$ cat src/design/lanczos_kernel_weight_assert.svh
// Assertion macros for the kernel weight top-level design file.
`ifndef LANCZOS_KERNEL_WEIGHT_ASSERT_SVH
`define LANCZOS_KERNEL_WEIGHT_ASSERT_SVH
`ifndef NO_ASSERTIONS
`define LKW_ASSERT(lbl, prop, msg) \
  lbl: assert property (@(posedge clk_i) disable iff (!rst_ni) (prop)) else $error(msg);
`define LKW_ASSERT_ALWAYS(lbl, prop, msg) \
  lbl: assert property (@(posedge clk_i) (prop)) else $error(msg);
`else
`define LKW_ASSERT(lbl, prop, msg)
`define LKW_ASSERT_ALWAYS(lbl, prop, msg)
`endif
`endif

$ cat src/design/lkw_pkg.sv
// Constants and tables shared by the kernel weight design.
package lkw_pkg;
  localparam int FRAC_BITS_DEF    = 16;
  localparam int CORDIC_STEPS_DEF = 18;
  localparam int TAU_W            = 16;
  localparam int TAU_FRAC         = 12;
  localparam logic [TAU_W-1:0] TAU_RESET = 16'd12288;
  localparam int ANG_BITS         = 30;
  localparam logic [31:0] PI_Q30  = 32'd3373259426;
  localparam logic signed [31:0] GAIN_Q30 = 32'sd652032874;
  localparam int TINY_NUM         = 1000000;
  localparam int TINY_SCALE       = 10;
  localparam int ATAN_N           = 30;

  // Arctangent of 2^-i in Q30 radians.
  localparam logic [31:0] ATAN_Q30 [ATAN_N] = '{
    32'd843314857, 32'd497837829, 32'd263043837, 32'd133525159, 32'd67021687,
    32'd33543516,  32'd16775851,  32'd8388437,   32'd4194283,   32'd2097149,
    32'd1048576,   32'd524288,    32'd262144,    32'd131072,    32'd65536,
    32'd32768,     32'd16384,     32'd8192,      32'd4096,      32'd2048,
    32'd1024,      32'd512,       32'd256,       32'd128,       32'd64,
    32'd32,        32'd16,        32'd8,         32'd4,         32'd2
  };
endpackage

$ cat src/design/lkw_sin.sv
// Pipelined CORDIC sine of a half-turn angle.
module lkw_sin #(
  parameter int FRAC_BITS    = lkw_pkg::FRAC_BITS_DEF,
  parameter int CORDIC_STEPS = lkw_pkg::CORDIC_STEPS_DEF
) (
  input  logic                        clk_i,
  input  logic                        en_i,
  input  logic [FRAC_BITS:0]          h_i,
  output logic signed [FRAC_BITS+1:0] s_o
);
  import lkw_pkg::*;

  localparam int F = FRAC_BITS;
  localparam int S = CORDIC_STEPS;
  localparam logic [F:0] One = {1'b1, {F{1'b0}}};
  localparam logic signed [31:0] OneS = 32'sd1 <<< F;
  localparam logic signed [31:0] RndS = 32'sd1 <<< (ANG_BITS - F - 1);

  logic [F-1:0]   hl;
  logic [F-1:0]   hf;
  logic [F+31:0]  zp;

  logic signed [31:0] x_q [S+1];
  logic signed [31:0] y_q [S+1];
  logic signed [32:0] z_q [S+1];
  logic               neg_q [S+1];
  logic signed [F+1:0] s_q;

  // The upper half-turn flips the sign; the second quadrant mirrors the first.
  assign hl = h_i[F-1:0];
  always_comb begin
    if ({1'b0, hl, 1'b0} > {1'b0, One}) begin
      hf = F'(One - {1'b0, hl});
    end else begin
      hf = hl;
    end
  end
  assign zp = (F+32)'(hf) * (F+32)'(PI_Q30) + ((F+32)'(1) << (F - 1));

  always_ff @(posedge clk_i) begin
    if (en_i) begin
      x_q[0]   <= GAIN_Q30;
      y_q[0]   <= 32'sd0;
      z_q[0]   <= $signed(33'(zp >> F));
      neg_q[0] <= h_i[F];
    end
  end

  for (genvar i = 0; i < S; i++) begin : g_step
    localparam logic signed [32:0] At = $signed({1'b0, ATAN_Q30[i]});
    always_ff @(posedge clk_i) begin
      if (en_i) begin
        neg_q[i+1] <= neg_q[i];
        if (!z_q[i][32]) begin
          x_q[i+1] <= x_q[i] - (y_q[i] >>> i);
          y_q[i+1] <= y_q[i] + (x_q[i] >>> i);
          z_q[i+1] <= z_q[i] - At;
        end else begin
          x_q[i+1] <= x_q[i] + (y_q[i] >>> i);
          y_q[i+1] <= y_q[i] - (x_q[i] >>> i);
          z_q[i+1] <= z_q[i] + At;
        end
      end
    end
  end

  logic signed [31:0] r;
  logic signed [31:0] rc;
  assign r = (y_q[S] + RndS) >>> (ANG_BITS - F);
  always_comb begin
    if (r < 0) begin
      rc = 32'sd0;
    end else if (r > OneS) begin
      rc = OneS;
    end else begin
      rc = r;
    end
  end

  always_ff @(posedge clk_i) begin
    if (en_i) begin
      s_q <= neg_q[S] ? -(F+2)'(rc) : (F+2)'(rc);
    end
  end
  assign s_o = s_q;
endmodule

$ cat config.mk
export PLATFORM = sky130hd
export DESIGN_NAME = lkw_sin
export DESIGN_NICKNAME = d
export VERILOG_FILES = /design/src/design/lanczos_kernel_weight_assert.svh /design/src/design/lkw_pkg.sv /design/src/design/lkw_sin.sv
export SDC_FILE = /design/constraint.sdc
export NUM_CORES = 2
export LEC_CHECK = 0
export BUFFER_PORTS_ARGS = -buffer_cell sky130_fd_sc_hd__buf_4
export CAP_MARGIN = 20
export CORE_MARGIN = 4
export CORE_UTILIZATION = 40
export DETAILED_ROUTE_END_ITERATION = 8
export SLEW_MARGIN = 20
export SYNTH_ARGS = -nofsm -noshare
export SYNTH_HDL_FRONTEND = slang
export SYNTH_SLANG_ARGS = --single-unit
$ cat constraint.sdc
create_clock -name clk_i -period 9.65 [get_ports clk_i]
set_input_delay 0.965 -clock clk_i [delete_from_list [all_inputs] [get_ports clk_i]]
set_output_delay 0.965 -clock clk_i [all_outputs]
set_load 0.02 [all_outputs]
==> flow_metrics.tcl <==
set metrics [dict create \
    synth-edff-count 1462 \
    hold_path.class "input port to flop" \
    crit_path_end_kind "flop" \
    die-area_mm2 0.320 \
    fin_nets 14700 \
    synth_fa_ha_area_share_pct 18.4 \
    cts-root-buf "clkbuf_16" \
    totalWireLength_mm 296 \
    core_area_mm2 0.309 \
    clock_latency_ps 850 \
    status "finished clean" \
    placed_cells 16900 \
    overflow 0 \
    synth-async-reset-ratio_pct 0 \
    grt_pass1_vias 89800 \
    hold_buffers 0 \
    num_vias 91100 \
    finClkSkew_ps 54.0 \
    synth_top_family_by_area "adder cells" \
    slew_headroom_pct 23.7 \
    worst-setup-path-type "input port to flop" \
    worstPathRequired_ps 10240 \
    min_period_over_period_pct 92.0 \
    dp_hpwl_mm 236 \
    antenna_found_initial 2 \
    fmax_mhz 113 \
    h-tree-depth 4 \
    fp-row-count 204 \
    synth.yosys.seq_area_share_pct 35.3 \
    clock_path_buffers 4 \
    gp_congestion 0.933 \
    synth_seq_cells 1462 \
    synthFlopType "edfxtp_1" \
    port_buffers 36 \
    utilization_pct 44.2 \
    cts_tree "yes" \
    synth_area_mm2 0.125 \
    muxShareOfSynthArea_pct 0.903 \
    ys_types 91 \
    finalMaxSlewViolations 0 \
    start_util_pct 40.3 \
    cp-start-kind "input port" \
    io_pins 37 \
    drt_iter0_drc 4494 \
    grt_usage_pct 18.0 \
    filler_cell_count 29800 \
    clock_sinks 1462 \
    drive_above_1_share_pct 4.97 \
    synth-simple-area-share_pct 12.0 \
    final_hold_viol_count 0 \
    grt_pass1_wl_mm 474 \
    dieHeight_um 566 \
    path_max_fanout 10 \
    post_drt_wl_per_cell_um 17.2 \
    layout_common_cells "1519 x ha_1, 1462 x edfxtp_1, 1255 x a21oi_1" \
    yosys_warnings 0 \
    slowest_delay_ps 560 \
    cpMaxStageDelayCell "or4_1" \
    avgSynthCellArea_um2 9.81 \
    grt_max_degree 190 \
    path_clk_slew_ps 60 \
    mostFrequentLayoutCell "ha_1" \
    fin_crit_ps 8880 \
    drv_cap 0 \
    crit_arrival_ps 9470 \
    cts_made_buffers 182 \
    crit_family "adder cells" \
    setup_tns_ps 0 \
    setup_violations 0 \
    rsz0062_at_grt "no" \
    route.detailed.drc 0 \
    fin_cells 17200 \
    worstMarginPinSlew_ps 1140 \
    first_pass_iters 5 \
    area_delta_synth_final_pct 9.74 \
    routed_via_density 5.30 \
    synth_compound_area_share_pct 17.5 \
    synth_xor_area_share_pct 12.9 \
    synthCells 12700 \
    die_x_um 566 \
    critPathBufInv 9 \
    antenna_left 0 \
]
==> state kept, by name, summed over array words and instances (netlist names) <==
register	count
x_q	462
y_q	500
s_o	18
neg_q	19
z_q	463
==> cell families after synthesis <==
group | after synthesis
muxes | 106
DFF | 1462
and+or+nand+nor | 3128
adders and majority gates | 1713
buffers and inverters | 987
AOI/OAI and AO/OA | 3464
other | 1
xor gates and xnor gates | 1835
==> through the flow <==
stage / area, um2 / hold slack [ps] / worst slack [ps]
2_1_floorplan: 125000 / 400 / 129
3_3_place_gp: 131000 / 402 / -180
3_5_place_dp: 131000 / 405 / -159
4_1_cts: 137000 / 236 / 761
5_1_grt: 137000 / 244 / 161
6_report: 137000 / 306 / 771
==> repair_timing <==
item                       in CTS  in global routing
setup buffers                   0                  0
gates resized for setup         0                  1
setup endpoints to repair       0                  1
==> metal layers <==
layer  vias up  GRT usage, %  wire [um]
li1      46700             -          -
met4         0          7.54      13600
met3       570          1.92       8160
met5         -             0          0
met2      1279          33.4     150000
met1     42500          20.9     124000
==> worst paths after layout <==
path | startpoint | to | slack [ps] | depth (start not counted)
max | h_i[11] | z_q[0][30] | 770 | 35
min reg2reg | neg_q[7] | neg_q[8] | 410 | 0
min | h_i[16] | neg_q[0] | 310 | 1
max reg2reg | y_q[3][6] | x_q[4][31] | 3430 | 21
==> cells in the mapped netlist (210+ instances only) <==
master,count,area share [%]
ha_1,1519,15
edfxtp_1,1462,35
a21oi_1,1255,5.0
xnor2_1,1254,8.8
nor2_1,974,2.9
inv_1,790,2.4
nand2_1,757,2.3
o21ai_0,592,2.4
xor2_1,578,4.1
a21o_1,529,3.2
nor3_1,289,1.2
o21bai_1,253,1.5
nand2b_1,210,1.1
==> final cells by class <==
| type | instances | area [um2] | share of cell area (%) |
|---|---|---|---|
| diodes | 1 | 2.50 | 0.00183 |
| clock buffers | 221 | 4790 | 3.50 |
| clock inverters | 105 | 1050 | 0.765 |
| inverters | 798 | 3000 | 2.19 |
| multi-input cells | 10200 | 76900 | 56.3 |
| flip-flops and latches | 1462 | 43900 | 32.1 |
| well taps | 4120 | 5150 | 3.77 |
| repair buffers | 233 | 1830 | 1.34 |
Power is left out: the tool's default activity adds up to more than one toggle a clock period on the data nets, which glitch-free logic cannot reach.
