===== config.mk =====
export PLATFORM = sky130hd
export DESIGN_NAME = lkw_div
export DESIGN_NICKNAME = d
export VERILOG_FILES = /design/src/design/lanczos_kernel_weight_assert.svh /design/src/design/lkw_pkg.sv /design/src/design/lkw_div.sv
export SDC_FILE = /design/constraint.sdc
export NUM_CORES = 2
export LEC_CHECK = 0
export BUFFER_PORTS_ARGS = -buffer_cell sky130_fd_sc_hd__buf_2
export CAP_MARGIN = 20
export CORE_ASPECT_RATIO = 1.1
export CORE_MARGIN = 2
export CORE_UTILIZATION = 32
export DETAILED_ROUTE_END_ITERATION = 12
export GPL_TIMING_DRIVEN = 0
export PLACE_DENSITY = 0.44
export SLEW_MARGIN = 20
export SYNTH_ARGS = -nofsm -noshare
export SYNTH_HDL_FRONTEND = slang
export SYNTH_SLANG_ARGS = --single-unit

===== constraint.sdc =====
create_clock -name clk_i -period 5.31 [get_ports clk_i]
set_clock_uncertainty 0.2 [all_clocks]
set_input_delay 1.062 -clock clk_i [delete_from_list [all_inputs] [get_ports clk_i]]
set_output_delay 1.062 -clock clk_i [all_outputs]
set_load 0.02 [all_outputs]

===== src/design/lanczos_kernel_weight_assert.svh =====
// Assertion macros for the kernel weight top-level design file.
`ifndef LANCZOS_KERNEL_WEIGHT_ASSERT_SVH
`define LANCZOS_KERNEL_WEIGHT_ASSERT_SVH
`ifndef NO_ASSERTIONS
`define LKW_ASSERT(lbl, prop, msg) \
  lbl: assert property (@(posedge clk_i) disable iff (!rst_ni) (prop)) else $error(msg);
`define LKW_ASSERT_ALWAYS(lbl, prop, msg) \
  lbl: assert property (@(posedge clk_i) (prop)) else $error(msg);
`else
`define LKW_ASSERT(lbl, prop, msg)
`define LKW_ASSERT_ALWAYS(lbl, prop, msg)
`endif
`endif


===== src/design/lkw_pkg.sv =====
// Constants and tables shared by the kernel weight design.
package lkw_pkg;
  localparam int FRAC_BITS_DEF    = 16;
  localparam int CORDIC_STEPS_DEF = 18;
  localparam int TAU_W            = 16;
  localparam int TAU_FRAC         = 12;
  localparam logic [TAU_W-1:0] TAU_RESET = 16'd12288;
  localparam int ANG_BITS         = 30;
  localparam logic [31:0] PI_Q30  = 32'd3373259426;
  localparam logic signed [31:0] GAIN_Q30 = 32'sd652032874;
  localparam int TINY_NUM         = 1000000;
  localparam int TINY_SCALE       = 10;
  localparam int ATAN_N           = 30;

  // Arctangent of 2^-i in Q30 radians.
  localparam logic [31:0] ATAN_Q30 [ATAN_N] = '{
    32'd843314857, 32'd497837829, 32'd263043837, 32'd133525159, 32'd67021687,
    32'd33543516,  32'd16775851,  32'd8388437,   32'd4194283,   32'd2097149,
    32'd1048576,   32'd524288,    32'd262144,    32'd131072,    32'd65536,
    32'd32768,     32'd16384,     32'd8192,      32'd4096,      32'd2048,
    32'd1024,      32'd512,       32'd256,       32'd128,       32'd64,
    32'd32,        32'd16,        32'd8,         32'd4,         32'd2
  };
endpackage


===== src/design/lkw_div.sv =====
// Pipelined restoring divider, one quotient bit per stage, rounded and clamped.
module lkw_div #(
  parameter int FRAC_BITS = lkw_pkg::FRAC_BITS_DEF
) (
  input  logic                        clk_i,
  input  logic                        en_i,
  input  logic signed [FRAC_BITS+1:0] num_i,
  input  logic [FRAC_BITS+5:0]        den_i,
  output logic signed [FRAC_BITS+1:0] q_o
);
  localparam int F   = FRAC_BITS;
  localparam int NW  = 2 * F + 2;
  localparam int DDW = F + 7;
  localparam int NSt = F + 2;
  localparam logic [F:0] One = {1'b1, {F{1'b0}}};

  logic [F:0]     mag;
  logic [NW-1:0]  n0;
  logic [DDW-1:0] d0;

  logic [NW-1:0]  r_q    [NSt];
  logic [F:0]     q_q    [NSt];
  logic [DDW-1:0] d_q    [NSt];
  logic           sat_q  [NSt];
  logic           neg_q  [NSt];
  logic           zero_q [NSt];
  logic signed [F+1:0] res_q;

  // Adding the divisor before halving gives round half away from zero.
  assign mag = num_i[F+1] ? (F+1)'(-num_i) : (F+1)'(num_i);
  assign n0  = (NW'(mag) << (F + 1)) + NW'(den_i);
  assign d0  = {den_i, 1'b0};

  always_ff @(posedge clk_i) begin
    if (en_i) begin
      r_q[0]    <= n0;
      q_q[0]    <= '0;
      d_q[0]    <= d0;
      sat_q[0]  <= (n0 >> (F + 1)) >= NW'(d0);
      neg_q[0]  <= num_i[F+1];
      zero_q[0] <= (den_i == '0);
    end
  end

  for (genvar j = 0; j <= F; j++) begin : g_bit
    localparam int K = F - j;
    logic ge;
    assign ge = (r_q[j] >> K) >= NW'(d_q[j]);
    always_ff @(posedge clk_i) begin
      if (en_i) begin
        r_q[j+1]    <= ge ? r_q[j] - (NW'(d_q[j]) << K) : r_q[j];
        q_q[j+1]    <= q_q[j] | ((F+1)'(ge) << K);
        d_q[j+1]    <= d_q[j];
        sat_q[j+1]  <= sat_q[j];
        neg_q[j+1]  <= neg_q[j];
        zero_q[j+1] <= zero_q[j];
      end
    end
  end

  logic [F:0] qm;
  assign qm = (sat_q[NSt-1] || (q_q[NSt-1] > One)) ? One : q_q[NSt-1];

  always_ff @(posedge clk_i) begin
    if (en_i) begin
      if (zero_q[NSt-1]) begin
        res_q <= (F+2)'(One);
      end else begin
        res_q <= neg_q[NSt-1] ? -(F+2)'(qm) : (F+2)'(qm);
      end
    end
  end
  assign q_o = res_q;
endmodule


==> summary.txt <==
Place
  – GP Congestion: 0.850
  – Pre-CTS setup slack: -0.998 ns
  – Hpwl dp: 104000 µm
  – Placed instance area: 57700 µm²
  – IO Port Bufs: 57

Timing
  – Slew Viols, Final: 0
  – Relative slew slack: 0.271
  – Period utilization: 0.922
  – Max Freq: around 200 MHz
  – Worst hold slack: approximately 0.21 ns
  – Fin worst setup slack: 0.414 ns
  – Post-layout min period: 4.90 ns
  – Worst Tran Pin Value: 1.09 ns
  – RSZ-0062 raised after global routing: no
  – Final setup viols: 0
  – Fin. Hold Viols: 0

Synth
  – Ys Warns: 0
  – Synth Flop Type: edfxtp_1
  – Yosys top cell area share: 0.557
  – Post-synth EDFFs: 1008
  – Synth Area in Adders: 0.0942
  – Number of distinct library cells after synthesis: 90
  – Yosys top cell by area: edfxtp_1
  – Synth Area in Compound Gates: 0.129
  – Synth Cell Area: 54300 µm²
  – Main combinational cell family by area after synthesis: compound AO/OA/AOI/OAI gates
  – XOR/XNOR Fraction of Synth Area: 0.0582
  – Average cell area after synthesis: 11.7 µm²
  – Post-Synth Simple-Gate Area: 0.0956
  – Top cells by area, synth: edfxtp_1 (56%), ha_1 (8.8%), xnor2_1 (3.5%)
  – Mux cell area share after synthesis: 0.0272
  – Ys async rst share: 0
  – Synthesized instance count: between 4k and 5k
  – Syn nets: ~5k
  – Seq cells post-synth: roughly 1.0k
  – Post-synthesis sequential area ratio: 0.557

Clock tree
  – Root buf cell: clkbuf_16
  – Clock transition at path regs: about 0.06 ns
  – Num CTS Buffers: 117
  – CTS tree: built
  – Worst-Skew Late Latency: 0.74 ns
  – Clk buf depth: 3
  – Number of H-tree levels: 3
  – # clock sinks: 1008
  – CTS Hold Bufs: 0

Global route
  – All-layer global routing usage: 0.155
  – Vias in the first global route: 34.9k
  – Initial antenna violation count: 4
  – Total grt overflow: 0
  – First-pass GRT wire length: approximately 210000 µm
  – Pin count of the biggest net entering global routing: 131

Die
  – IO Pins: 60
  – Die footprint: between 150000 and 200000 µm²
  – Row count: 158
  – Core Region: about 170000 µm²
  – Die H: 436 µm
  – Die width: 397 µm
  – Initial Utilization: 0.322

Power
  – Peak supply drop: 0.283 mV
  – Leak Pwr: 24.0 nW
  – Pwr dens: 480 nW/µm²
  – Total power: just under 0.03 W

Drt
  – Routed Antenna Nets: 0
  – Vias per cell: just under 5
  – DRC: 0
  – DRT iter0 DRCs: just under 2k
  – Wire per inst: 18.9 µm
  – Detailed-router iteration count before antenna repair: 5
  – Vias: 34.9k
  – Routed Wire Length: 135000 µm

Setup path
  – Crit Path Class: input pin to register
  – Worst setup EP type: register
  – Worst-path fanout max: 6
  – Crit path DAT: 5.09 ns
  – Worst endpoint required time: 5.50 ns
  – Worst setup SP type: input pin

Final layout
  – Layout Nets: 5268
  – Area grow syn2layout: 13.4%
  – Share of layout cells above drive strength 1: 0.0895
  – Design Area, Final: roughly 60000 µm²
  – Fillers: 16.6k
  – Util after Layout: 0.365

Worst hold path
  – Hold Path Class: register to register

Status
  – Status: complete, no violations

Run
  – Max-cap violations: 0
[layer usage]
metal  vias up  track usage  share of wire
li1      17517            -              -
met2       484        0.273           0.50
met3       164       0.0195          0.031
met5         -            0              0
met4         0       0.0415          0.021
met1     16739        0.199           0.45
[final timing paths]
kind / depth (start not counted) / slack (ns) / endpoint / startpoint
worst max-delay path: 16 / 0.41 / sat_q[0] / num_i[3]
worst min register to register: 0 / 0.21 / q_q[16][3] / q_q[15][3]
worst max register to register: 12 / 0.87 / r_q[4][25] / r_q[3][14]
worst min-delay path: 0 / 0.21 / q_q[16][3] / q_q[15][3]
[kinds of logic after synthesis]
family	Yosys count
flops	1008
compound gates	1116
simple gates	1078
buf+inv	550
mux	131
fa+ha+maj	399
xor+xnor	361
[critical path, stage by stage]
cell      delay, ns
buf_2          0.13
nor4_1         0.65
nand2_1        0.28
o41ai_1        0.37
xor2_1         0.19
a211oi_1       0.38
nand3_1        0.21
o21a_1         0.22
o22ai_1        0.17
xnor2_1        0.21
ha_1           0.30
and3_1         0.19
nand3_1        0.11
nor2_1         0.07
a211oi_1       0.24
a41oi_2        0.30
[cell usage after synthesis (37+ instances only)]
library cell / n
a21o_1: 143
a21oi_1: 373
a31oi_1: 43
clkbuf_1: 49
edfxtp_1: 1008
ha_1: 382
inv_1: 470
mux2_2: 117
nand2_1: 257
nand2b_1: 39
nand3_1: 82
nand4_1: 56
nor2_1: 325
nor2b_1: 54
nor3_1: 85
nor4_1: 37
o21a_1: 54
o21ai_0: 259
xnor2_1: 220
xor2_1: 141
[area by class of cell]
| cell class | instances | area (µm²) | share of cell area |
|---|---|---|---|
| antenna | 1 | 2.50 | 0.0000406 |
| buffer | 78 | 353 | 0.00573 |
| clock buffer | 137 | 3070 | 0.0498 |
| clock inverter | 82 | 851 | 0.0138 |
| inverter | 471 | 1770 | 0.0287 |
| multi-input combinational | 3085 | 22000 | 0.356 |
| sequential | 1008 | 30300 | 0.491 |
| tap | 2240 | 2800 | 0.0455 |
| timing repair buffer | 66 | 548 | 0.00889 |
[sequential cells by signal, summed over array words and instances, names as in the netlist]
signal / cells
q_q: 153
q_o: 18
zero_q: 18
neg_q: 18
d_q: 205
r_q: 578
sat_q: 18
[stage by stage]
| stage | instances | setup TNS, ns |
|---|---|---|
| finish | 7168 | 0 |
| global route | 7167 | 0 |
| CTS | 7168 | 0 |
| detailed placement | 6949 | -0.998 |
| global placement | 6940 | - |
| floorplan | 4643 | 0 |
[report_power, final]
group / internal, W / leakage (nW) / switching, W / total, W
logic: 0.00419 / 12.3 / 0.00537 / 0.00956
clock network: 0.00484 / 1.87 / 0.00335 / 0.00819
registers: 0.0108 / 9.79 / 0.00102 / 0.0118
[cell usage in the layout (no fill, tap or decap), drive strengths merged, types with 38 or more instances in the layout]
cell	n
edfxtp	1008
inv	472
ha	382
a21oi	375
nor2	325
o21ai	264
nand2	257
xnor2	220
clkbuf	185
a21o	143
xor2	141
mux2	122
buf	96
nor3	85
nand3	82
nand4	56
nor2b	54
o21a	54
clkinv	54
a31oi	43
nand2b	39
nor4	38
[timing repair]
action                     4_1_cts  5_1_grt
gates resized for setup          1        3
buffers inserted                 0        0
setup endpoints to repair        1        1
gates cloned                     0        0
No activity file was read; power rests on OpenSTA's default activity.
